$ cat src/rtl/cst_pkg.sv
// ----------------------------------------------------------------------------
// cst_pkg
// shared constants, codes and types of the command slot ring tracker
// ----------------------------------------------------------------------------
package cst_pkg;

  // fixed field widths
  localparam int unsigned CI_W   = 32;
  localparam int unsigned SLOT_W = 5;
  localparam int unsigned KIND_W = 2;
  localparam int unsigned CFG_W  = 6;

  // default ring capacity and register reset
  localparam int unsigned MAX_SLOTS      = 32;
  localparam int unsigned SLOT_COUNT_RST = 32;

  // front-to-back command queue
  localparam int unsigned QUEUE_DEPTH = 2;

  // register port
  localparam int unsigned APB_AW = 3;
  localparam int unsigned APB_DW = 32;
  localparam logic        REG_SLOT_COUNT = 1'b0;

  typedef enum logic [KIND_W-1:0] {
    KIND_ISSUED   = 2'd0,
    KIND_RESEND   = 2'd1,
    KIND_RETIRED  = 2'd2,
    KIND_REJECTED = 2'd3
  } kind_e;

  typedef enum logic [1:0] {
    OP_ISSUE        = 2'd0,
    OP_COMPLETE     = 2'd1,
    OP_COMPLETE_ERR = 2'd2
  } op_e;

  typedef struct packed {
    op_e             op;
    logic [CI_W-1:0] ci;
  } cmd_t;

endpackage

$ cat src/rtl/cst_if.sv
// ----------------------------------------------------------------------------
// cst_in_if / cst_out_if
// valid/ready channels for command items and tracker results
// ----------------------------------------------------------------------------
interface cst_in_if;
  logic                     valid;
  logic                     ready;
  logic                     func;
  logic [cst_pkg::CI_W-1:0] ci_snapshot;
  logic                     port_error;

  modport source (output valid, func, ci_snapshot, port_error, input ready);
  modport sink   (input valid, func, ci_snapshot, port_error, output ready);
endinterface

interface cst_out_if;
  logic                       valid;
  logic                       ready;
  logic [cst_pkg::KIND_W-1:0] kind;
  logic [cst_pkg::SLOT_W-1:0] slot;
  logic [cst_pkg::CI_W-1:0]   ci_mask;
  logic                       status;
  logic                       last;

  modport source (output valid, kind, slot, ci_mask, status, last, input ready);
  modport sink   (input valid, kind, slot, ci_mask, status, last, output ready);
endinterface

$ cat src/rtl/cst_front.sv
// ----------------------------------------------------------------------------
// cst_front
// accepts command items, classifies them and queues them for the back end
// ----------------------------------------------------------------------------
module cst_front (
  input  logic          clk_i,
  input  logic          rst_ni,
  cst_in_if.sink        req_i,
  output logic          cmd_valid_o,
  output cst_pkg::cmd_t cmd_o,
  input  logic          cmd_pop_i
);

  localparam int unsigned QD  = cst_pkg::QUEUE_DEPTH;
  localparam int unsigned QA  = (QD > 1) ? $clog2(QD) : 1;
  localparam int unsigned QCW = $clog2(QD + 1);

  cst_pkg::cmd_t mem_q [QD];
  logic [QA-1:0]  wr_ptr_q, wr_ptr_d;
  logic [QA-1:0]  rd_ptr_q, rd_ptr_d;
  logic [QCW-1:0] cnt_q, cnt_d;

  cst_pkg::cmd_t cls;
  logic          push;
  logic          pop;

  // classify
  always_comb begin
    cls.ci = req_i.ci_snapshot;
    if (!req_i.func) begin
      cls.op = cst_pkg::OP_ISSUE;
    end else if (req_i.port_error) begin
      cls.op = cst_pkg::OP_COMPLETE_ERR;
    end else begin
      cls.op = cst_pkg::OP_COMPLETE;
    end
  end

  assign req_i.ready = (cnt_q != QCW'(QD));
  assign push        = req_i.valid && req_i.ready;
  assign pop         = cmd_pop_i && (cnt_q != '0);
  assign cmd_valid_o = (cnt_q != '0);
  assign cmd_o       = mem_q[rd_ptr_q];

  always_comb begin
    wr_ptr_d = wr_ptr_q;
    rd_ptr_d = rd_ptr_q;
    cnt_d    = cnt_q;
    if (push) begin
      wr_ptr_d = (wr_ptr_q == QA'(QD - 1)) ? '0 : wr_ptr_q + QA'(1);
    end
    if (pop) begin
      rd_ptr_d = (rd_ptr_q == QA'(QD - 1)) ? '0 : rd_ptr_q + QA'(1);
    end
    if (push && !pop) begin
      cnt_d = cnt_q + QCW'(1);
    end else if (pop && !push) begin
      cnt_d = cnt_q - QCW'(1);
    end
  end

  always_ff @(posedge clk_i or negedge rst_ni) begin
    if (!rst_ni) begin
      wr_ptr_q <= '0;
      rd_ptr_q <= '0;
      cnt_q    <= '0;
    end else begin
      wr_ptr_q <= wr_ptr_d;
      rd_ptr_q <= rd_ptr_d;
      cnt_q    <= cnt_d;
    end
  end

  always_ff @(posedge clk_i) begin
    if (push) begin
      mem_q[wr_ptr_q] <= cls;
    end
  end

endmodule

$ cat src/rtl/cst_back.sv
// ----------------------------------------------------------------------------
// cst_back
// slot ring state and the sequencer that issues, searches and retires slots
// ----------------------------------------------------------------------------
module cst_back #(
  parameter int unsigned MAX_SLOTS = cst_pkg::MAX_SLOTS
) (
  input  logic                               clk_i,
  input  logic                               rst_ni,
  input  logic [$clog2(MAX_SLOTS + 1)-1:0]   ring_n_i,
  input  logic                               cmd_valid_i,
  input  cst_pkg::cmd_t                      cmd_i,
  output logic                               cmd_pop_o,
  cst_out_if.source                          rsp_o
);

  localparam int unsigned CNT_W = $clog2(MAX_SLOTS + 1);
  localparam int unsigned PTR_W = (MAX_SLOTS > 1) ? $clog2(MAX_SLOTS) : 1;

  typedef enum logic [1:0] {
    ST_IDLE,
    ST_SEARCH,
    ST_RESEND,
    ST_RETIRE
  } state_e;

  state_e                 state_q, state_d;
  logic [MAX_SLOTS-1:0]   busy_q, busy_d;
  logic [PTR_W-1:0]       rptr_q, rptr_d;
  logic [PTR_W-1:0]       iptr_q, iptr_d;
  logic [CNT_W-1:0]       outst_q, outst_d;
  logic [PTR_W-1:0]       scan_q, scan_d;
  logic [CNT_W-1:0]       cnt_q, cnt_d;
  logic [MAX_SLOTS-1:0]   ci_q, ci_d;
  logic [MAX_SLOTS-1:0]   resend_q, resend_d;
  logic                   fail_q, fail_d;
  logic [PTR_W-1:0]       failed_q, failed_d;

  logic                        out_valid_q, out_valid_d;
  cst_pkg::kind_e              out_kind_q, out_kind_d;
  logic [cst_pkg::SLOT_W-1:0]  out_slot_q, out_slot_d;
  logic [cst_pkg::CI_W-1:0]    out_mask_q, out_mask_d;
  logic                        out_status_q, out_status_d;
  logic                        out_last_q, out_last_d;

  logic                 out_free;
  logic                 out_load;
  logic [PTR_W-1:0]     rptr_nxt;
  logic [MAX_SLOTS-1:0] iss_mask;
  logic                 reject;

  // next slot around the ring, a pointer past the ring end wraps to zero
  function automatic logic [PTR_W-1:0] adv(input logic [PTR_W-1:0] p,
                                           input logic [CNT_W-1:0] n);
    logic [CNT_W-1:0] q;
    q = CNT_W'(p) + CNT_W'(1);
    return (q >= n) ? '0 : q[PTR_W-1:0];
  endfunction

  assign out_free = !out_valid_q || rsp_o.ready;
  assign rptr_nxt = adv(rptr_q, ring_n_i);
  assign reject   = (outst_q >= ring_n_i) || busy_q[iptr_q];

  always_comb begin
    iss_mask         = '0;
    iss_mask[iptr_q] = 1'b1;
  end

  always_comb begin
    state_d      = state_q;
    busy_d       = busy_q;
    rptr_d       = rptr_q;
    iptr_d       = iptr_q;
    outst_d      = outst_q;
    scan_d       = scan_q;
    cnt_d        = cnt_q;
    ci_d         = ci_q;
    resend_d     = resend_q;
    fail_d       = fail_q;
    failed_d     = failed_q;
    cmd_pop_o    = 1'b0;
    out_load     = 1'b0;
    out_kind_d   = out_kind_q;
    out_slot_d   = out_slot_q;
    out_mask_d   = out_mask_q;
    out_status_d = out_status_q;
    out_last_d   = out_last_q;

    unique case (state_q)
      ST_IDLE: begin
        if (cmd_valid_i) begin
          unique case (cmd_i.op)
            cst_pkg::OP_ISSUE: begin
              if (out_free) begin
                cmd_pop_o    = 1'b1;
                out_load     = 1'b1;
                out_status_d = 1'b0;
                out_last_d   = 1'b1;
                if (reject) begin
                  out_kind_d = cst_pkg::KIND_REJECTED;
                  out_slot_d = '0;
                  out_mask_d = '0;
                end else begin
                  busy_d[iptr_q] = 1'b1;
                  out_kind_d     = cst_pkg::KIND_ISSUED;
                  out_slot_d     = cst_pkg::SLOT_W'(iptr_q);
                  out_mask_d     = cst_pkg::CI_W'(iss_mask);
                  iptr_d         = adv(iptr_q, ring_n_i);
                  outst_d        = outst_q + CNT_W'(1);
                end
              end
            end
            cst_pkg::OP_COMPLETE: begin
              cmd_pop_o = 1'b1;
              ci_d      = cmd_i.ci[MAX_SLOTS-1:0];
              fail_d    = 1'b0;
              if (busy_q[rptr_q] && !cmd_i.ci[rptr_q]) begin
                state_d = ST_RETIRE;
              end
            end
            cst_pkg::OP_COMPLETE_ERR: begin
              cmd_pop_o = 1'b1;
              ci_d      = cmd_i.ci[MAX_SLOTS-1:0];
              fail_d    = 1'b0;
              scan_d    = rptr_q;
              cnt_d     = '0;
              resend_d  = '0;
              state_d   = ST_SEARCH;
            end
            default: begin
              cmd_pop_o = 1'b1;
            end
          endcase
        end
      end

      // oldest pending slot is the one that failed
      ST_SEARCH: begin
        if (ci_q[scan_q]) begin
          fail_d       = 1'b1;
          failed_d     = scan_q;
          ci_d[scan_q] = 1'b0;
          scan_d       = rptr_q;
          cnt_d        = '0;
          state_d      = ST_RESEND;
        end else if (cnt_q == ring_n_i - CNT_W'(1)) begin
          scan_d  = rptr_q;
          cnt_d   = '0;
          state_d = ST_RESEND;
        end else begin
          scan_d = adv(scan_q, ring_n_i);
          cnt_d  = cnt_q + CNT_W'(1);
        end
      end

      // collect still-pending busy slots in ring order
      ST_RESEND: begin
        if ((cnt_q == ring_n_i) || !busy_q[scan_q]) begin
          if (out_free) begin
            out_load     = 1'b1;
            out_kind_d   = cst_pkg::KIND_RESEND;
            out_slot_d   = '0;
            out_mask_d   = cst_pkg::CI_W'(resend_q);
            out_status_d = 1'b0;
            out_last_d   = !busy_q[rptr_q] || resend_q[rptr_q];
            ci_d         = resend_q;
            state_d      = out_last_d ? ST_IDLE : ST_RETIRE;
          end
        end else begin
          resend_d[scan_q] = ci_q[scan_q];
          scan_d           = adv(scan_q, ring_n_i);
          cnt_d            = cnt_q + CNT_W'(1);
        end
      end

      ST_RETIRE: begin
        if (out_free) begin
          out_load       = 1'b1;
          out_kind_d     = cst_pkg::KIND_RETIRED;
          out_slot_d     = cst_pkg::SLOT_W'(rptr_q);
          out_mask_d     = '0;
          out_status_d   = fail_q && (failed_q == rptr_q);
          // single-slot ring revisits the slot just cleared
          out_last_d     = (rptr_nxt == rptr_q) || !busy_q[rptr_nxt] || ci_q[rptr_nxt];
          busy_d[rptr_q] = 1'b0;
          rptr_d         = rptr_nxt;
          outst_d        = (outst_q != '0) ? outst_q - CNT_W'(1) : outst_q;
          if (out_last_d) begin
            state_d = ST_IDLE;
          end
        end
      end

      default: begin
        state_d = ST_IDLE;
      end
    endcase

    out_valid_d = out_load ? 1'b1 : (rsp_o.ready ? 1'b0 : out_valid_q);
  end

  always_ff @(posedge clk_i or negedge rst_ni) begin
    if (!rst_ni) begin
      state_q      <= ST_IDLE;
      busy_q       <= '0;
      rptr_q       <= '0;
      iptr_q       <= '0;
      outst_q      <= '0;
      scan_q       <= '0;
      cnt_q        <= '0;
      ci_q         <= '0;
      resend_q     <= '0;
      fail_q       <= 1'b0;
      failed_q     <= '0;
      out_valid_q  <= 1'b0;
      out_kind_q   <= cst_pkg::KIND_ISSUED;
      out_slot_q   <= '0;
      out_mask_q   <= '0;
      out_status_q <= 1'b0;
      out_last_q   <= 1'b0;
    end else begin
      state_q      <= state_d;
      busy_q       <= busy_d;
      rptr_q       <= rptr_d;
      iptr_q       <= iptr_d;
      outst_q      <= outst_d;
      scan_q       <= scan_d;
      cnt_q        <= cnt_d;
      ci_q         <= ci_d;
      resend_q     <= resend_d;
      fail_q       <= fail_d;
      failed_q     <= failed_d;
      out_valid_q  <= out_valid_d;
      out_kind_q   <= out_kind_d;
      out_slot_q   <= out_slot_d;
      out_mask_q   <= out_mask_d;
      out_status_q <= out_status_d;
      out_last_q   <= out_last_d;
    end
  end

  assign rsp_o.valid   = out_valid_q;
  assign rsp_o.kind    = out_kind_q;
  assign rsp_o.slot    = out_slot_q;
  assign rsp_o.ci_mask = out_mask_q;
  assign rsp_o.status  = out_status_q;
  assign rsp_o.last    = out_last_q;

endmodule

$ cat src/rtl/command_slot_ring_tracker.sv
// ----------------------------------------------------------------------------
// command_slot_ring_tracker
// command slot ring of one storage port: issue, error recovery and retirement
// ----------------------------------------------------------------------------
// Command items enter on req_i and are queued two deep by the front end, so
// a new item is taken while the back end still works or a result waits on
// rsp_o. The back end handles one item at a time and touches one slot per
// cycle. An issue leaves as a single transfer (issued, or rejected when the
// ring is full or the next slot is still busy). A completion without error
// retires its slots one by one and gives no transfer when nothing retires.
// A completion with a port error adds the failed-slot search and the walk
// over busy slots that builds the resend mask before the resend transfer and
// the retirements. The back-end sequencer sets the rate; a stalled rsp_o
// stalls it, and the queue then fills and drops req_i.ready. The last flag
// marks the final transfer of each item. The user must write slot_count over
// the APB port only while the block is idle; the block does not enforce it.
// 0 acts as 1 and values above MAX_SLOTS act as MAX_SLOTS.
// ----------------------------------------------------------------------------
module command_slot_ring_tracker #(
  parameter int unsigned MAX_SLOTS = cst_pkg::MAX_SLOTS
) (
  input  logic                         clk_i,
  input  logic                         rst_ni,
  cst_in_if.sink                       req_i,
  cst_out_if.source                    rsp_o,
  input  logic                         psel,
  input  logic                         penable,
  input  logic                         pwrite,
  input  logic [cst_pkg::APB_AW-1:0]   paddr,
  input  logic [cst_pkg::APB_DW-1:0]   pwdata,
  output logic [cst_pkg::APB_DW-1:0]   prdata,
  output logic                         pready
);

  localparam int unsigned CNT_W = $clog2(MAX_SLOTS + 1);

  // configuration register
  logic [cst_pkg::CFG_W-1:0] slot_count_q, slot_count_d;
  logic                      reg_hit;
  logic                      reg_wr;

  // queue between front and back ends
  logic          cmd_valid;
  cst_pkg::cmd_t cmd;
  logic          cmd_pop;

  // effective ring size
  logic [CNT_W-1:0] ring_n;

  // word index select, byte lanes ignored
  assign reg_hit = (paddr[cst_pkg::APB_AW-1] == cst_pkg::REG_SLOT_COUNT);
  assign reg_wr  = psel && penable && pwrite && reg_hit;
  assign pready  = 1'b1;
  assign prdata  = reg_hit ? cst_pkg::APB_DW'(slot_count_q) : '0;

  assign slot_count_d = reg_wr ? pwdata[cst_pkg::CFG_W-1:0] : slot_count_q;

  always_ff @(posedge clk_i or negedge rst_ni) begin
    if (!rst_ni) begin
      slot_count_q <= cst_pkg::CFG_W'(cst_pkg::SLOT_COUNT_RST);
    end else begin
      slot_count_q <= slot_count_d;
    end
  end

  // clamp the written count into 1..MAX_SLOTS
  always_comb begin
    if (slot_count_q == '0) begin
      ring_n = CNT_W'(1);
    end else if (slot_count_q > cst_pkg::CFG_W'(MAX_SLOTS)) begin
      ring_n = CNT_W'(MAX_SLOTS);
    end else begin
      ring_n = CNT_W'(slot_count_q);
    end
  end

  // front end: accept, classify, queue
  cst_front u_front (
    .clk_i       (clk_i),
    .rst_ni      (rst_ni),
    .req_i       (req_i),
    .cmd_valid_o (cmd_valid),
    .cmd_o       (cmd),
    .cmd_pop_i   (cmd_pop)
  );

  // back end: slot state, search and retire sequencer, result register
  cst_back #(
    .MAX_SLOTS (MAX_SLOTS)
  ) u_back (
    .clk_i       (clk_i),
    .rst_ni      (rst_ni),
    .ring_n_i    (ring_n),
    .cmd_valid_i (cmd_valid),
    .cmd_i       (cmd),
    .cmd_pop_o   (cmd_pop),
    .rsp_o       (rsp_o)
  );

endmodule

$ cat src/flat_wrapper.sv
// flat-port wrapper written by rule: the top's interface ports become plain ports
module command_slot_ring_tracker_flat 
#(
  parameter int unsigned MAX_SLOTS = cst_pkg::MAX_SLOTS
)
  (clk_i, rst_ni, psel, penable, pwrite, paddr, pwdata, prdata, pready, req_i_valid, req_i_func, req_i_ci_snapshot, req_i_port_error, req_i_ready, rsp_o_valid, rsp_o_kind, rsp_o_slot, rsp_o_ci_mask, rsp_o_status, rsp_o_last, rsp_o_ready);
  cst_in_if req_i_i ();
  cst_out_if rsp_o_i ();
  input  logic clk_i;
  input  logic rst_ni;
  input  logic psel;
  input  logic penable;
  input  logic pwrite;
  input  logic [cst_pkg::APB_AW-1:0] paddr;
  input  logic [cst_pkg::APB_DW-1:0] pwdata;
  output logic [cst_pkg::APB_DW-1:0] prdata;
  output logic pready;
  input wire logic [$bits(req_i_i.valid)-1:0] req_i_valid;
  input wire logic [$bits(req_i_i.func)-1:0] req_i_func;
  input wire logic [$bits(req_i_i.ci_snapshot)-1:0] req_i_ci_snapshot;
  input wire logic [$bits(req_i_i.port_error)-1:0] req_i_port_error;
  output wire logic [$bits(req_i_i.ready)-1:0] req_i_ready;
  output wire logic [$bits(rsp_o_i.valid)-1:0] rsp_o_valid;
  output wire logic [$bits(rsp_o_i.kind)-1:0] rsp_o_kind;
  output wire logic [$bits(rsp_o_i.slot)-1:0] rsp_o_slot;
  output wire logic [$bits(rsp_o_i.ci_mask)-1:0] rsp_o_ci_mask;
  output wire logic [$bits(rsp_o_i.status)-1:0] rsp_o_status;
  output wire logic [$bits(rsp_o_i.last)-1:0] rsp_o_last;
  input wire logic [$bits(rsp_o_i.ready)-1:0] rsp_o_ready;
  assign req_i_i.valid = req_i_valid;
  assign req_i_i.func = req_i_func;
  assign req_i_i.ci_snapshot = req_i_ci_snapshot;
  assign req_i_i.port_error = req_i_port_error;
  assign req_i_ready = req_i_i.ready;
  assign rsp_o_valid = rsp_o_i.valid;
  assign rsp_o_kind = rsp_o_i.kind;
  assign rsp_o_slot = rsp_o_i.slot;
  assign rsp_o_ci_mask = rsp_o_i.ci_mask;
  assign rsp_o_status = rsp_o_i.status;
  assign rsp_o_last = rsp_o_i.last;
  assign rsp_o_i.ready = rsp_o_ready;
  command_slot_ring_tracker #(.MAX_SLOTS(MAX_SLOTS)) u_core (.clk_i(clk_i), .rst_ni(rst_ni), .req_i(req_i_i), .rsp_o(rsp_o_i), .psel(psel), .penable(penable), .pwrite(pwrite), .paddr(paddr), .pwdata(pwdata), .prdata(prdata), .pready(pready));
endmodule
$ cat config.mk
export PLATFORM = sky130hd
export DESIGN_NAME = command_slot_ring_tracker_flat
export DESIGN_NICKNAME = d
export VERILOG_FILES = /design/src/rtl/cst_pkg.sv /design/src/rtl/cst_if.sv /design/src/rtl/cst_front.sv /design/src/rtl/cst_back.sv /design/src/rtl/command_slot_ring_tracker.sv /design/src/flat_wrapper.sv
export SDC_FILE = /design/constraint.sdc
export NUM_CORES = 1
export LEC_CHECK = 0
export BUFFER_PORTS_ARGS = -buffer_cell sky130_fd_sc_hd__buf_2
export CAP_MARGIN = 20
export CORE_UTILIZATION = 54
export CTS_BUF_LIST = sky130_fd_sc_hd__clkbuf_4 sky130_fd_sc_hd__clkbuf_8 sky130_fd_sc_hd__clkbuf_16
export DETAILED_ROUTE_END_ITERATION = 12
export PLACE_DENSITY = 0.82
export SYNTH_ARGS = -nofsm -noshare
export SYNTH_HDL_FRONTEND = slang
export SYNTH_SLANG_ARGS = --single-unit
$ cat constraint.sdc
create_clock -name clk_i -period 3.8 [get_ports clk_i]
set_input_delay 0.19 -clock clk_i [delete_from_list [all_inputs] [get_ports clk_i]]
set_output_delay 0.19 -clock clk_i [all_outputs]
set_load 0.02 [all_outputs]
[Word-level counts from Yosys, hierarchy flattened]
Memory sizes are Yosys's and may differ from the RTL's.
Index checks and enable logic that the tools add are counted.
Word-level totals
  memory bits (writable): 68
  output and inout port bits: 76
  flip-flop bits (word level): 183
  memories kept: 1
  word-level logic and storage cells: 260
Operators by class
  $lt $le $gt $ge: 12
  bitwise operators: 7
  add/subtract/negate cells: 11
  reductions and logical operators: 50
  equality and inequality tests: 26
  mux-type cells: 132
Memory list
  u_core.u_front.mem_q: words 2, bits a word 34, rd ports 1, clocked after memory_dff 0, wr ports 1, RTL line cst_front.sv:18  | cst_pkg::cmd_t mem_q [QD];
Operators by type and width (count)
  $mux 32: 18
  $pmux 32 s3: 2
  $pmux 32 s2: 2
  $mux 6: 14
  $mux 5: 15
  $and 32x32->32: 2
  $not 32->32: 2
  $bmux 1 s5: 8
  $mux 2: 20
  $mux 1: 38
  $bwmux 32: 1
  $or 32x32->32: 1
  $pmux 5 s3: 2
  $ge 6x6->1: 4
  $lt 5x6->1 const B: 4
  $ne 2x2->1 const B: 11
  $add 5x1->6 const B: 3
  $pmux 6 s3: 1
  $demux 1 s5: 3
  $ge 5x1->1 const B: 3
  $reduce_and 7->1: 2
  $add 6x1->6 const B: 2
  $eq 6x6->1: 2
  $logic_and 1x1->1: 12
  other kinds (31): 66

[Logic depth before layout (Yosys ltp)]
Gate-level depths: netlist of run 1.
  word-level depth: 13
  mapped depth: 16

[Hierarchy]
From an unflattened synthesis of run 1, not the netlist that was laid out.
Unflattened totals
  cell total of the unflattened synthesis: 1499
  area total of the unflattened synthesis: 15354.7 um^2
By module, submodules not included
  cst_back: cells an instance 1317, area each 12010.3 um^2, times used 1
  cst_front: cells an instance 126, area each 2811.4 um^2, times used 1
  command_slot_ring_tracker: cells an instance 56, area each 533.0 um^2, times used 1

[Worst setup path before layout of run 1]
Ideal clock, no wire load.
  kind: register to register
  start point: reg u_core.u_front.rd_ptr_q
  end point: reg u_core.u_back.cnt_q[2]
  arrival: 3.872 ns
  setup slack: -0.154 ns
  cell stages (with the launch flop): 16
  library setup time: 0.082 ns
  cell sequence: dfrtp_1 > clkbuf_1 > clkbuf_1 > clkbuf_1 > clkbuf_1 > buf_1 > mux2i_1 > ha_1 > a21o_1 > nand3_1 > o2bb2ai_1 > clkbuf_1 > and2_1 > buf_2 > nand3b_1 > a31oi_1
On the way
  longest elaborated chain between the ends: 4
RTL lines
  from (decl): RTL line cst_front.sv:20  | logic [QA-1:0] rd_ptr_q, rd_ptr_d;
  from (signal assigned): RTL line cst_front.sv:69  | rd_ptr_q <= rd_ptr_d;
  $mem_v2 2x34
  $eq 2x2->1: RTL line cst_back.sv:92  | unique case (cmd_i.op)
  $ne 2x1->1 (no source line)
  $reduce_and 4->1 (no source line)
  to (signal assigned): RTL line cst_back.sv:228  | cnt_q <= cnt_d;
  to (decl): RTL line cst_back.sv:33  | logic [CNT_W-1:0] cnt_q, cnt_d;
No other way between the ends.
A chain may end at the register's enable or synchronous reset.

[Worst setup path in the final report of run 1]
  start point: reg u_core.slot_count_q[3] in the netlist's numbering
  end point: reg u_core.u_back.state_q[1]
On the way
  longest elaborated chain between the ends: 12
  elaborated cells between the ends (all ways): 22
RTL lines
  from (decl): RTL line command_slot_ring_tracker.sv:38  | logic [cst_pkg::CFG_W-1:0] slot_count_q, slot_count_d;
  from (signal assigned): RTL line command_slot_ring_tracker.sv:60  | slot_count_q <= cst_pkg::CFG_W'(cst_pkg::SLOT_COUNT_RST);
  from (signal assigned): RTL line command_slot_ring_tracker.sv:62  | slot_count_q <= slot_count_d;
  $gt 6x6->1: RTL line command_slot_ring_tracker.sv:70  | end else if (slot_count_q > cst_pkg::CFG_W'(MAX_SLOTS)) begin
  $mux 6: RTL line command_slot_ring_tracker.sv:70
  $mux 6 (*): RTL line command_slot_ring_tracker.sv:68  | if (slot_count_q == '0) begin
  $ge 6x6->1: RTL line cst_back.sv:57  | return (q >= n) ? '0 : q[PTR_W-1:0];
  $mux 5: RTL line cst_back.sv:57
  $bmux 1 s5: RTL line cst_back.sv:184  | out_last_d = (rptr_nxt == rptr_q) || !busy_q[rptr_nxt] || ci_q[rptr_nxt];
  $mux 1 (not written as such): RTL line cst_back.sv:184
  $logic_not 1->1: RTL line cst_back.sv:184
  $logic_or 1x1->1 (2 in series): RTL line cst_back.sv:184
  $ne 2x2->1 (no source line)
  $reduce_and 8->1 (no source line) (*)
  to (signal assigned): RTL line cst_back.sv:222  | state_q <= state_d;
  to (decl): RTL line cst_back.sv:27  | state_e state_q, state_d;
Mark *: on every way between the ends. The rest lies on a longest branch, timed or not. The select of a mux whose other input is x is not followed.

==> metrics.cfg, run 1 <==
[cts]
cts_sinks=251
clockBufferDepth=3
worstSkewPairLatency_ns=0.56
htree_levels=1
post-cts-setup-buffer-count=0
cts_tree=done
clkTransAtPathRegs_ns=0.06
cts-root-buf=clkbuf_16
numCtsBuffers=27

[placement]
dp_slack_ns=0.199
dpl.hpwl_mm=35.7
io_buffers=96
place_inst=1980
routabilityCongestion=1.00

[critical_path]
reg2reg_depth=12
cp-start-kind=flop
arrival_ns=3.98
crit_start=u_core.slot_count_q[3]$_DFFE_PN0P_
critical_path.max_stage_delay_ns=0.51
worstPathRequired_ns=4.22
r2r_slack_ns=0.25
cp_max_fo=7
timing.critical_path.cells=nor4_1 > o21ai_1 > inv_1 > ha_1 > nand2b_1 > a21oi_1 > o211ai_1 > o41ai_1 > o31a_1 > a211oi_1 > a211o_1 > mux2i_1
cp-end-kind=flop
rr_endpoint=u_core.u_back.state_q[1]$_DFFE_PN0P_
r2r_start=u_core.slot_count_q[3]$_DFFE_PN0P_
path_class=flop to flop
cp_slowest_cell=o41ai_1

[synth]
yosysTopAreaCell=dfrtp_1
yosys_register_bits=251
yosys.area.top_type_share_pct=29.9
synth.avg_cell_area_um2=9.96
ys_warn_count=0
ys.flop_type=dfrtp_1
yosysSeqAreaShare_pct=43.4
synth_area_leaders=dfrtp_1, edfxtp_1, mux4_2
syn_area_um2=15300
synth_common_cells=dfrtp_1, nand2_1, clkbuf_1
synth.lib_cells_used.distinct=79
synthArstFlopShare_pct=72.9
postSynthCellCount=1531
synth_edf_count=68
yosysMostFrequentCell=dfrtp_1

[sta]
fmax_mhz=281
rsz0062_at_grt=no
worst_slack_ns=0.246
fin_worst_skew_ns=0.0202
slew_violations=0
worst_pin_slew_ns=1.04
finalCriticalPeriod_ns=3.55
slew_headroom_pct=30.2
fin_tns_setup_ns=0
setup_viol=0
final-hold-violation-count=0
fin_crit_sh_pct=93.5

[cells_and_area]
antenna_cells=0
layout.nets=1801
drive_gt1_share_pct=19.7
area_delta_synth_final_pct=16.3
fin_cells=2072

[route]
wl_mm=49.9
wl_per_cell_um=24.1
wl_met3_mm=5.41
via_per_inst=6.53
first_iter_violations=1772
drc_errors=0
wl_met2_mm=22.5
detail-route-antenna-nets=0
dr.pass1.iters=6
drt-met1-wl_mm=19.7
via_count=13500
top_layer=met5

[pwr]
power.density_nw_per_um2=908
leakagePower_nw=7.25
ir_drop_mv=0.552

[run_status]
status=completed

[floorplan]
start_util_pct=54.9
dieArea_um2=28900
core_region_area_um2=27800
rows=61
die_x_um=170
die_h_um=170
ios=152

[min_path]
whs_path_depth=3
hp-class=input pin to flop
holdPathEnd=u_core.u_back.rsp_o.valid$_DFFE_PN0P_
worstHoldStart=rsp_o_ready

[global_route]
antenna_found_initial=2
grt_pass1_vias=12800
grt.overflow.total=0
grt.total_usage_pct=34.7
grt_pass1_wl_mm=75.8
grt_max_degree=90

[job]
drv_cap=0

[routing by layer]
layer  track usage (%)  vias to the layer above
met5                 0                        -
met4              15.0                        4
met3              8.30                      157
met2              54.2                      874
met1              46.2                     6577
li1                  -                     5915
[logic make-up after synthesis]
kind of cell    Yosys count  share of synthesized area, %
flops                   251                          43.4
xor+xnor                 33                          1.99
mux                     118                          11.1
compound gates          435                          19.0
other cells               2                        0.0492
buf+inv                 218                          6.30
simple gates            423                          13.9
fa+ha+maj                51                          4.23
[layout by cell type, fill, tap and decap left out, types with 8 or more instances in the layout]
cell type	synthesis	routed
xor2_1	14	14
inv_1	77	77
a21o_1	9	9
buf_4	27	86
a31oi_1	67	67
o21a_1	26	26
mux2_2	45	45
and2_1	9	9
a211oi_1	30	30
a21oi_1	65	65
nand2_1	129	129
nand3_1	78	78
o21ai_0	73	72
a211o_1	8	8
edfxtp_1	68	68
dlygate4sd3_1	0	43
conb_1	2	27
a22oi_1	14	13
mux4_2	34	34
xnor2_1	18	18
o221ai_1	10	10
clkbuf_4	0	9
nor2b_1	45	45
ha_1	50	48
clkbuf_16	0	27
nand2b_1	23	23
dfrtp_1	182	180
mux2i_1	37	37
nor2_1	67	65
buf_2	15	95
and3_1	11	11
o22ai_1	40	40
o211ai_1	33	33
nor3b_1	9	9
nor3_1	14	14
[through the flow]
step	total power, mW	cell area, um2	util (%)	hold slack, ns
finish	16.1	17700	63.9	0.0431
global route	17.0	17700	63.9	0.0266
CTS	15.9	17700	63.9	0.0118
detailed placement	13.1	16400	58.9	0.215
global placement	12.8	16400	58.9	0.211
floorplan	10.3	15300	-	-0.106
[critical path, delay by kind of cell (launching register included)]
kind                       cells  cell delay [ns]
buffers and inverters          1             0.23
DFF                            1             0.46
muxes                          1             0.14
adders and majority gates      1             0.27
and+or+nand+nor                2             0.44
AOI/OAI and AO/OA              7             1.88
[state kept, by name, indices dropped and copies added, names as in the netlist]
name and count:
u_core.u_back.scan_q 5, u_core.u_back.cnt_q 6, u_core.u_back.busy_q 32, u_core.u_front.cnt_q 2
u_core.u_back.fail_q 1, u_core.u_back.rsp_o.valid 1, u_core.u_front.mem_q 68, u_core.u_back.state_q 2
u_core.u_back.rsp_o.kind 2, u_core.u_back.resend_q 32, u_core.u_back.outst_q 6, u_core.u_front.wr_ptr_q 1
u_core.u_back.rsp_o.ci_mask 32, u_core.u_front.rd_ptr_q 1, u_core.slot_count_q 6, u_core.u_back.rsp_o.slot 5
u_core.u_back.failed_q 5, u_core.u_back.iptr_q 5, u_core.u_back.rptr_q 5, u_core.u_back.ci_q 32
u_core.u_back.rsp_o.last 1, u_core.u_back.rsp_o.status 1
[cell type report]
class	count	area, um2
Clock buffer	42	826
Clock inverter	7	114
Fill cell	2234	10000
Inverter	79	297
Multi-Input combinational cell	1087	7780
Sequential cell	251	6630
Tap cell	378	473
Timing Repair Buffer	228	1620
[worst max-delay path by stage]
stage | to | slack, ns | cells past startpoint
2_1_floorplan | u_core.u_back.cnt_q[2]$_DFFE_PN0P_ | 0.15 | 15
4_1_cts | u_core.u_back.state_q[1]$_DFFE_PN0P_ | 0.16 | 12
6_report | u_core.u_back.state_q[1]$_DFFE_PN0P_ | 0.25 | 12
5_1_grt | u_core.u_back.state_q[0]$_DFFE_PN0P_ | 0.08 | 12
3_3_place_gp | u_core.u_back.rsp_o.last$_DFFE_PN0P_ | 0.31 | 12
3_5_place_dp | u_core.u_back.state_q[1]$_DFFE_PN0P_ | 0.20 | 12
[power breakdown]
group / internal, mW / switching (mW)
sequential: 3.63 / 0.772
combinational: 3.52 / 5.38
clock: 1.69 / 1.11
[timing repair]
action	CTS	global route
endpoints found under the setup margin	0	13
endpoints found under the hold margin	131	0
hold buffers	43	0
gates resized for setup	0	1
Note: power is estimated with default switching activity, not from simulation.
==> inputs of run 2 (changes only) <==
- CAP_MARGIN: 20 -> 0
- CORE_ASPECT_RATIO: default -> 1.25
==> metrics.cfg, run 2 (synthesized netlist as in run 1, its figures left out) <==
[critical_path]
cp-start-kind=flop
arrival_ns=4.10  ; +0.12 ns
crit_start=u_core.u_back.rptr_q[3]$_DFFE_PN0P_
path_class=flop to flop
cp-end-kind=flop
r2r_slack_ns=0.16  ; -0.08 ns
r2r_start=u_core.u_back.rptr_q[3]$_DFFE_PN0P_
reg2reg_depth=12  ; unchanged
crit_end=u_core.u_back.state_q[0]$_DFFE_PN0P_
worstPathRequired_ns=4.26  ; +0.04 ns
cp_max_fo=8  ; +1
rr_endpoint=u_core.u_back.state_q[0]$_DFFE_PN0P_

[sta]
worst_pin_slew_ns=1.07  ; +0.0263 ns
slew_headroom_pct=28.4  ; -1.8 points
setup_viol=0  ; unchanged
hold_slack_ns=0.0145  ; -0.0286 ns
final-hold-violation-count=0  ; unchanged
finalCriticalPeriod_ns=3.64  ; +0.0822 ns
rsz0062_at_grt=no
fin_crit_sh_pct=95.7  ; +2.2 points
slew_violations=0  ; unchanged
fin_tns_setup_ns=0  ; unchanged
fin_worst_skew_ns=0.0227  ; +0.00248 ns
fmax_mhz=275  ; -2.3%

[route]
via_per_inst=6.71  ; +2.7%
drc_errors=9  ; +9
wl_met2_mm=25.2  ; +12%
dr.pass1.iters=10  ; +4
wl_mm=53.0  ; +6.3%
top_layer=met4
drt-met1-wl_mm=18.7  ; -4.8%
wl_per_cell_um=25.9  ; +7.4%
via_count=13800  ; +1.6%
wl_met3_mm=4.71  ; -13%
detail-route-antenna-nets=0  ; unchanged
first_iter_violations=1588  ; -10%

[floorplan]
die_h_um=190  ; +12%
ios=152  ; unchanged
die_x_um=152  ; -10%
dieArea_um2=28900  ; about the same
rows=68  ; +11%
core_region_area_um2=27700  ; -0.47%
start_util_pct=55.2  ; +0.26 points

[cts]
numCtsBuffers=26  ; -3.7%
cts_sinks=251  ; unchanged
cts_tree=done
cts-root-buf=clkbuf_16
worstSkewPairLatency_ns=0.56  ; about the same
clockBufferDepth=3  ; unchanged
post-cts-setup-buffer-count=0  ; unchanged
clkTransAtPathRegs_ns=0.07  ; about the same
htree_levels=1  ; unchanged

[pwr]
switching_share_pct=45.9  ; +0.81 points
pwr-share-comb_pct=55.6  ; +0.4 points
seq_power_share_pct=27.7  ; +0.4 points
p_sw_mw=7.48  ; +3.0%
p_int_mw=8.81  ; -0.30%
ir_drop_mv=0.662  ; +20%
power.share.clock_pct=16.7  ; -0.7 points
leakagePower_nw=7.26  ; +0.17%
power.density_nw_per_um2=919  ; +1.3%

[global_route]
grt.overflow.total=0  ; unchanged
grt_max_degree=90  ; unchanged
grt.total_usage_pct=36.8  ; +2.1 points
grt_pass1_vias=13600  ; +6.0%
grt_pass1_wl_mm=80.1  ; +5.6%
antenna_found_initial=0  ; -2

[placement]
dpl.hpwl_mm=37.9  ; +6.3%
routabilityCongestion=1.03  ; +3.5%
place_inst=1962  ; -0.91%
io_buffers=96  ; unchanged

[cells_and_area]
final_cell_mix=dfrtp_1, nand2_1, buf_2, buf_4, nand3_1
antenna_cells=0  ; unchanged
drive_gt1_share_pct=19.9  ; +0.17 points
layout.nets=1808  ; +0.39%
fin_cells=2050  ; -1.1%
final_common_cell=dfrtp_1
post-route-util_pct=64.1  ; +0.26 points
largest_reg_flops=68  ; unchanged
top_register=u_core.u_front.mem_q
area_delta_synth_final_pct=16.3  ; about the same

[run_status]
failed_checks=design-rule violations
status=finished with violations

[min_path]
worstHoldStart=req_i_valid
hp-class=input pin to flop

[job]
drv_cap=0  ; unchanged

## run 2: critical path: stages, from the launching register on
cell and delay [ns]:
dfrtp_1 0.60, and3_1 0.22, nor2_1 0.04, a21oi_1 0.27, inv_1 0.12, ha_1 0.31
nand4_1 0.16, o211ai_1 0.41, o41ai_1 0.14, o31a_1 0.28, a211oi_1 0.46, a211o_1 0.29
mux2i_1 0.23
## run 2: metrics by stage
stage | instance area [um2] | setup slack (ns) | total power [mW]
floorplan | 15300 | 0.155 | 10.3
global placement | 16400 | 0.285 | 13.0
detailed placement | 16400 | 0.231 | 13.3
CTS | 17700 | 0.168 | 16.1
global route | 17700 | 0.0114 | 17.1
finish | 17700 | 0.164 | 16.3
## run 2: what timing repair did
item | 4_1_cts | 5_1_grt
endpoints found under the hold margin | 159 | 0
endpoints found under the setup margin | 0 | 12
resized for setup | 0 | 1
hold buffers | 41 | 0
## run 2: power by group through the flow
stage	registers (mW)	clock network (mW)	logic, mW
2_1_floorplan	4.34	0	5.98
3_3_place_gp	4.45	0	8.54
3_5_place_dp	4.50	0	8.79
4_1_cts	4.46	2.71	8.89
5_1_grt	4.56	2.82	9.70
6_report	4.52	2.72	9.06
## run 2: area by class of cell
cell class | instances | area (um2)
clock buffers | 29 | 679
clock inverters | 18 | 205
fillers | 2219 | 9920
inverters | 79 | 297
multi-input cells | 1087 | 7780
flip-flops and latches | 251 | 6630
well taps | 350 | 438
repair buffers | 236 | 1700
## run 2: worst min path at each step
stage                                               end  slack, ns  cells past startpoint
finish              u_core.u_front.wr_ptr_q$_DFFE_PN0P_       0.01                      3
global route        u_core.u_front.wr_ptr_q$_DFFE_PN0P_       0.04                      3
CTS                 u_core.u_front.wr_ptr_q$_DFFE_PN0P_       0.01                      3
detailed placement  u_core.u_front.wr_ptr_q$_DFFE_PN0P_       0.32                      1
global placement    u_core.u_front.wr_ptr_q$_DFFE_PN0P_       0.32                      1
floorplan            u_core.slot_count_q[0]$_DFFE_PN0P_      -0.11                      0
## run 2: metal layers
layer | track usage (%) | up-vias
met5 | 0 | -
met4 | 27.2 | 0
met3 | 6.86 | 254
met2 | 61.6 | 872
met1 | 42.6 | 6691
li1 | - | 5933
